## src/design/sltc_pkg.sv

```systemverilog
// Shared types, constants and codes for the sorted load table.
// No dependencies.
package sltc_pkg;
	localparam int Capacity = 64;
	localparam int SlotW = 6;
	localparam int CntW = 7;

	typedef enum logic [1:0] {
		REQ_INSERT = 2'd0,
		REQ_REMOVE = 2'd1,
		REQ_WRITE  = 2'd2,
		REQ_READ   = 2'd3
	} req_t;

	typedef enum logic [2:0] {
		ST_OK       = 3'd0,
		ST_FULL     = 3'd1,
		ST_ROW      = 3'd2,
		ST_COL      = 3'd3,
		ST_OCCUPIED = 3'd4,
		ST_SLOT     = 3'd5,
		ST_ZERO_V   = 3'd6
	} status_t;

	typedef enum logic [1:0] {
		FLD_P    = 2'd0,
		FLD_Q    = 2'd1,
		FLD_I_RE = 2'd2,
		FLD_I_IM = 2'd3
	} field_t;

	localparam logic [0:0] CFG_ROW_LIMIT = 1'b0;
	localparam logic [0:0] CFG_COL_LIMIT = 1'b1;

	typedef struct packed {
		logic [1:0]   req_type;
		logic [7:0]   row;
		logic [7:0]   col;
		logic         overwrite;
		logic signed [15:0] p_demand;
		logic signed [15:0] q_demand;
		logic signed [15:0] volt_re;
		logic signed [15:0] volt_im;
		logic [5:0]   slot;
		logic [1:0]   field_sel;
		logic signed [15:0] wr_value;
	} in_item_t;

	typedef struct packed {
		logic [2:0]   status;
		logic         found;
		logic [6:0]   entry_count;
		logic         rd_valid;
		logic [7:0]   rd_row;
		logic [7:0]   rd_col;
		logic signed [15:0] rd_p;
		logic signed [15:0] rd_q;
		logic signed [15:0] rd_i_re;
		logic signed [15:0] rd_i_im;
	} out_item_t;

	typedef struct packed {
		logic valid;
		logic [7:0] row;
		logic [7:0] col;
		logic [15:0] p;
		logic [15:0] q;
		logic [15:0] i_re;
		logic [15:0] i_im;
	} entry_t;

	typedef struct packed {
		logic start;
		logic neg;
		logic [47:0] mag;
		logic [32:0] den;
	} div_req_t;
endpackage

```

## src/design/sltc_div.sv

```systemverilog
// Restoring divider: round(4096*num/den), ties away, saturated to 16 bits.
// Depends on sltc_pkg.
module sltc_div (
	input  logic clk,
	input  logic arst_n,
	input  sltc_pkg::div_req_t req,
	output logic done,
	output logic [15:0] quo
);
	import sltc_pkg::*;

	// dividend = 2*(mag<<12)+den up to 62 bits, divisor = 2*den (34 bits)
	logic [63:0] rem_q;
	logic [63:0] dvd_q;
	logic [33:0] dvs_q;
	logic [6:0]  cnt_q;
	logic        busy_q;
	logic        neg_q;
	logic [64:0] trial;
	logic [63:0] rem_sh;
	logic [63:0] q_full;

	assign rem_sh = {rem_q[62:0], dvd_q[63]};
	assign trial = {1'b0, rem_sh} - {31'd0, dvs_q};
	assign q_full = dvd_q;

	always_ff @(posedge clk or negedge arst_n) begin
		if (!arst_n) begin
			busy_q <= 1'b0;
			cnt_q <= '0;
			done <= 1'b0;
		end else begin
			done <= 1'b0;
			if (req.start) begin
				busy_q <= 1'b1;
				cnt_q <= 7'd64;
			end else if (busy_q) begin
				cnt_q <= cnt_q - 7'd1;
				if (cnt_q == 7'd1) begin
					busy_q <= 1'b0;
					done <= 1'b1;
				end
			end
		end
	end

	always_ff @(posedge clk) begin
		if (req.start) begin
			rem_q <= '0;
			dvd_q <= {3'd0, req.mag, 13'd0} + {31'd0, req.den};
			dvs_q <= {req.den, 1'b0};
			neg_q <= req.neg;
		end else if (busy_q) begin
			if (!trial[64]) begin
				rem_q <= trial[63:0];
				dvd_q <= {dvd_q[62:0], 1'b1};
			end else begin
				rem_q <= rem_sh;
				dvd_q <= {dvd_q[62:0], 1'b0};
			end
		end
	end

	always_comb begin
		if (neg_q) begin
			if (q_full >= 64'd32768) quo = 16'h8000;
			else quo = 16'd0 - q_full[15:0];
		end else begin
			if (q_full > 64'd32767) quo = 16'h7FFF;
			else quo = q_full[15:0];
		end
	end
endmodule

```

## config.mk

```make
export PLATFORM = sky130hd
export DESIGN_NAME = sltc_div
export DESIGN_NICKNAME = d
export VERILOG_FILES = /design/src/design/sltc_pkg.sv /design/src/design/sltc_div.sv
export SDC_FILE = /design/constraint.sdc
export NUM_CORES = 1
export LEC_CHECK = 0
export ABC_AREA = 1
export BUFFER_PORTS_ARGS = -buffer_cell sky130_fd_sc_hd__buf_2
export CELL_PAD_IN_SITES_DETAIL_PLACEMENT = 1
export CELL_PAD_IN_SITES_GLOBAL_PLACEMENT = 1
export CORE_MARGIN = 3
export CORE_UTILIZATION = 40
export CTS_BUF_LIST = sky130_fd_sc_hd__clkbuf_2 sky130_fd_sc_hd__clkbuf_4 sky130_fd_sc_hd__clkbuf_8
export CTS_CLUSTER_SIZE = 8
export DETAILED_ROUTE_END_ITERATION = 12
export PLACE_DENSITY = 0.84
export REMOVE_ABC_BUFFERS = 1
export SETUP_SLACK_MARGIN = 0.15
export SYNTH_ARGS = -nofsm -noshare
export SYNTH_HDL_FRONTEND = slang
export SYNTH_SLANG_ARGS = --single-unit
```

## constraint.sdc

```tcl
create_clock -name clk -period 3 [get_ports clk]
set_clock_uncertainty 0.05 [all_clocks]
set_input_delay 0.6 -clock clk [delete_from_list [all_inputs] [get_ports clk]]
set_output_delay 0.6 -clock clk [all_outputs]
set_load 0.01 [all_outputs]
```

* Word-level counts from Yosys, hierarchy flattened *
Cells that the tools add are included.

cells by class
  add/subtract/negate cells = 4
  order comparisons = 2
  eq/ne operators = 1
  mux-type cells = 15
  reduce and logical (&&, ||, !) cells = 1

operators with widths
  kind                   count
  $mux 64                2
  $sub 64x34->65         1
  $ge 64x16->1 const B   1
  $gt 64x15->1 const B   1
  $mux 63                1
  $add 61x33->62         1
  $mux 16                3
  $sub 1x16->16 const A  1
  $mux 7                 2
  $eq 7x1->1 const B     1
  $mux 1                 7
  $sub 7x1->7 const B    1
  $reduce_bool 2->1      1

word-level totals
  register bits = 170
  input port bits = 85
  output and inout bits = 17
  word-level logic and storage cells = 30

* Logic depth before layout (Yosys ltp) *
  depth after elaboration = 4
  gate-level depth with buffers = 18
  depth with buffers taken out = 18

* Worst setup path before layout *
No wires, ideal clock.

  path type = input port to flip-flop
  start = in req[82] (netlist bit)
  end = reg dvd_q[0], enable pin
  setup time = 453 ps
  arrival = 3007 ps
  data required time = 2497 ps
  path slack = -510 ps
  cell stages on the path = 4
  path buffers = 2
  cells stage by stage = clkbuf_1 nor2_1 inv_1 clkbuf_1

between the ends
  longest elaborated chain between the ends = 1

RTL lines
  element                             RTL line        RTL
  start, declared                     sltc_div.sv:6   input sltc_pkg::div_req_t req,
  $reduce_bool 2->1 (no source line)  -
  end signal, assigned                sltc_div.sv:50  dvd_q <= {3'd0, req.mag, 13'd0} + {31'd0, req.den};
  end signal, assigned                sltc_div.sv:56  dvd_q <= {dvd_q[62:0], 1'b1};
  end signal, assigned                sltc_div.sv:59  dvd_q <= {dvd_q[62:0], 1'b0};
  end, declared                       sltc_div.sv:14  logic [63:0] dvd_q;

Every way passes these cells.
A chain may end at the register's enable or synchronous reset.

* Final worst setup path *
  start = reg dvd_q[47]
  end = out quo[10]

between the ends
  longest elaborated chain between the ends = 3
  elaborated cells between the ends (all ways) = 5
  those cells by class = order compare (2); mux (3)

RTL lines
  element                                       RTL line                        RTL
  $gt 64x15->1 or $ge 64x16->1 (tied branches)  sltc_div.sv:69, sltc_div.sv:66
  $mux 16 (on tied branches)                    sltc_div.sv:69, sltc_div.sv:66
  $mux 16 *                                     sltc_div.sv:65                  if (neg_q) begin
  end, declared                                 sltc_div.sv:8                   output logic [15:0] quo

Every way passes the cells marked *; elsewhere a longest branch is shown, timed or not.

==> Implementation_results.wiki <==
{| class="wikitable"
! Metric !! Value
|-
| Total gr overflow || 0
|-
| Maximum capacitance violations || 0
|-
| Placed wire-length estimate || a little under 40,000 um
|-
| Required time worst endpoint || between 2 and 2.5 ns
|-
| Logic depth of the worst register-to-register path || 16
|-
| Sort of element at the end of the critical path || output port
|-
| Detail Route met2 WL || roughly 24,000 um
|-
| Number of cells on the worst hold path || 1
|-
| Count of routing violations after the opening detailed-route iteration || roughly 800
|-
| Relative slew margins || 0.5691
|-
| Root buffer cell || clkbuf_8
|-
| Combinational share of power || 0.567
|-
| Net switching power || ~0.006 W
|-
| Clock Power Share || 0.139
|-
| Synth Instances || 2,147
|-
| Largest family of logic cells by synthesized area || simple AND/OR/NAND/NOR gates
|-
| Final sum of negative setup slack || -0.2434 ns
|-
| Post-synthesis cell type count || 49
|-
| Maximum number of pins on one net before global-route repair || 110
|-
| Worst ir drop on vdd || 0.3791 mV
|-
| Number of synthesized register bits || 170
|-
| Global-route wire length before repair || roughly 79,000 um
|-
| Routed Antenna Nets || 0
|-
| Number of enable flip-flop cells after synthesis || 98
|-
| Antenna violations before repair || 0
|-
| Setup repair after global routing missed its margin || true
|-
| Total of fill cells in the finished design || ~4,500
|-
| Final setup fails || 9
|-
| ANT cells || 0
|-
| Failing checks || negative setup slack
|-
| Post-synthesis compound-gate area fraction || 0.08693
|-
| Average via count per standard cell || between 5 and 6
|-
| Total wire length || between 40,000 and 50,000 um
|-
| Hold endpoint || neg_q
|-
| Kind of path behind the tightest hold check || in2reg
|-
| Count of warnings emitted by yosys || 0
|-
| Via count of the first global-routing pass || between 10,000 and 15,000
|-
| Final Hold Vio Count || 0
|-
| Worst skew pair latency || a little over 0.5 ns
|-
| Clock transition at the register clock pins on the worst setup and hold paths after CTS || 0.10 ns
|-
| CTS sink cnt || 170
|-
| GRT Util Overall || 0.2749
|-
| Proportion of synthesized area in mux cells || 0
|-
| Final period demand of the worst path || about 3.0 ns
|-
| Placeable core region || 33,030 um2
|-
| Arrival time of the worst setup path || 2.40 ns
|-
| Startpoint of the worst register-to-register path || dvs_q[27]
|-
| Worst Path Buf+Inv || 2
|-
| Worst-margin pin slew || 0.6396 ns
|-
| Biggest cell delay along the critical path || 0.43 ns
|-
| Slowest stage cell, crit path || edfxtp_1
|-
| Highest-count cells in the layout ignoring fill and taps || 753 x nand2_1, 321 x inv_1, 213 x nor2_1, 144 x nand3_1, 108 x o21ai_0
|-
| Number of ports placed on the die boundary || 102
|-
| Synthesized-area fraction occupied by xor and xnor cells || 0.03988
|-
| Class of the most critical setup path || reg2out
|-
| Die W || about 190 um
|-
| Area of the multi-input gates || around 7900 um2
|-
| Cell count after placement || approximately 2,700
|-
| # port buffers || between 100 and 150
|-
| Highest metal layer with signal wires || met4
|-
| Internal power contribution || about 0.006 W
|-
| Area growth, synth to finish || 13.78%
|-
| FFs w/ async S/R, synth || 0.05294
|-
| CTS Buf Count || 17
|-
| Die Footprint || 36,290 um2
|-
| DR DRC count || 0
|-
| Post-synthesis share of cell area spent on and, or, nand and nor gates || 0.3861
|-
| Chip height || ~190 um
|-
| Number of non-filler instances in the completed layout || between 2,000 and 3,000
|-
| Source of the worst hold timing path || req[81]
|-
| Starting utilization of the core area || 0.4122
|-
| Post-Synthesis Mean Instance Area || 6.342 um2
|-
| Post-Syn Area || about 14,000 um2
|-
| Pwr Density || 784.3 nW/um2
|-
| Slack of the worst reg-to-reg path || 0.26 ns
|-
| Portion of the clock cycle consumed by the worst path in the final layout || 1.015
|-
| Post-layout worst setup margin || -0.04553 ns
|-
| Total iterations of the first detailed-routing run || 5
|-
| Result of the run || finished, violations left
|-
| Number of nets at the end of the flow || between 2,000 and 2,500
|-
| Family with the most delay on the worst path || simple AND/OR/NAND/NOR gates
|-
| Number of pins with negative max-slew slack in the final report || 0
|-
| CTS HTree Levels || 4
|-
| Commonest non-fill, non-tap cell in the layout || nand2_1
|-
| Maximum count of clock buffers along a single path || 2
|-
| Post-synth top flop || edfxtp_1
|-
| Max frequency || between 0.3 and 0.4 GHz
|-
| Area share of fa/ha/maj cells after synthesis || 0.05440
|-
| Maximum fanout encountered on the critical timing path || 14
|-
| Leakage || between 7 and 8 nW
|-
| Share of post-route cells with drive strength above 1 || 0.1104
|-
| Startpoint types || flop
|-
| CTS tree || built
|-
| Placement row count || 66
|-
| Routed vias || ~14,000
|-
| Wire per inst || around 18 um
|-
| Sequential power share || 0.293
|-
| Cell Chain, Critical Path || nor2_1 -> nand2_1 -> nor2_1 -> nand2_1 -> nor2_4 -> nand2_4 -> buf_12 -> o21ai_2 -> xor2_1 -> buf_2
|-
| R2R Path End || rem_q[15]
|-
| Met3 WL || about 2200 um
|-
| Combined flip-flop and latch cell area || 4429 um2
|-
| Final weighted congestion in routability-driven placement || about 0.96
|-
| Sw Share || 0.5077
|-
| Sequential cell area fraction in the yosys report || 0.3253
|-
| Met1 Wirelength || 21,750 um
|}
[power groups by stage]
stage                     combinational (W)  sequential, W  clock, W
after CTS                           0.00675        0.00354   0.00173
final                               0.00689        0.00356   0.00169
after floorplan                     0.00474        0.00341         0
after global routing                0.00778        0.00363   0.00182
after detailed placement            0.00664        0.00358         0
after global placement              0.00642        0.00355         0
[Yosys cell counts, drive strengths merged (2+ instances only)]
library cell,n,area (um2)
nand3,148,740.7
nand2,771,2943
and2,4,25.02
nand4,22,137.6
nor3b,6,45.04
buf,11,90.09
nor4,12,75.07
o21bai,4,30.03
inv,335,1260
ha,56,700.7
dfxtp,63,1261
clkbuf,29,108.9
and3,2,12.51
a31oi,6,37.54
o21a,2,15.01
o221ai,2,17.52
nor2,230,895.9
o22ai,4,25.02
nand3b,21,157.7
xor2,23,201.4
o21ai,126,634.4
nor3,30,155.1
xnor2,39,341.6
dfrtp,9,225.2
a21oi,75,386.6
a21boi,2,15.02
fa,2,40.04
edfxtp,98,2943
or2,11,68.81
[repair_timing]
item | in CTS | in global routing
hold endpoints to repair | 9 | 0
buffers inserted | 11 | 4
pin swaps | 15 | 12
gates resized for setup | 40 | 26
hold buffers | 1 | 0
setup endpoints to repair | 35 | 53
[cells by family after synthesis]
family / count (synthesis)
AO/OA/AOI/OAI: 224
buffers and inverters: 376
XOR/XNOR: 62
AND/OR/NAND/NOR: 1257
flip-flops: 170
adder cells (fa/ha/maj): 58
[routing by layer]
metal / track usage / vias to the layer above
met3: 0.03805 / 100
met1: 0.3514 / 6853
li1: - / 7034
met4: 0.1200 / 0
met2: 0.4648 / 375
met5: 0 / -
[sequential cells by signal, summed over array words and instances (netlist names)]
| name | cells |
|---|---|
| rem_q | 63 |
| neg_q | 1 |
| dvs_q | 33 |
| dvd_q | 64 |
| done | 1 |
| busy_q | 1 |
| cnt_q | 7 |
[cell type report]
type | count | area share
Clock buffer | 17 | 0.01510
Tap cell | 442 | 0.03570
Clock inverter | 15 | 0.009934
Multi-Input combinational cell | 1601 | 0.5120
Inverter | 336 | 0.08197
Timing Repair Buffer | 144 | 0.05944
Sequential cell | 170 | 0.2859
[worst max path at each step]
stage | cells past startpoint | slack, ns | end | startpoint
finish | 10 | -0.05 | quo[10] | dvd_q[47]
global route | 10 | -0.20 | quo[8] | dvd_q[60]
CTS | 10 | -0.06 | quo[10] | dvd_q[60]
detailed placement | 11 | -0.01 | dvd_q[40] | req[15]
global placement | 11 | 0.07 | dvd_q[40] | req[19]
floorplan | 2 | -0.44 | dvd_q[0] | busy_q
[metrics by stage]
stage	hold slack, ns	util	setup slack (ns)	total power [W]	instance area [um2]
after floorplan	0.2544	-	-0.4400	0.008148	13420
after global placement	0.3957	0.4470	0.07274	0.009971	14760
after detailed placement	0.4099	0.4470	-0.01023	0.01022	14760
after CTS	0.1979	0.4653	-0.05912	0.01203	15370
after global routing	0.1842	0.4690	-0.1953	0.01324	15490
final	0.2272	0.4690	-0.04553	0.01215	15490
No activity file was read; power rests on OpenSTA's default activity.
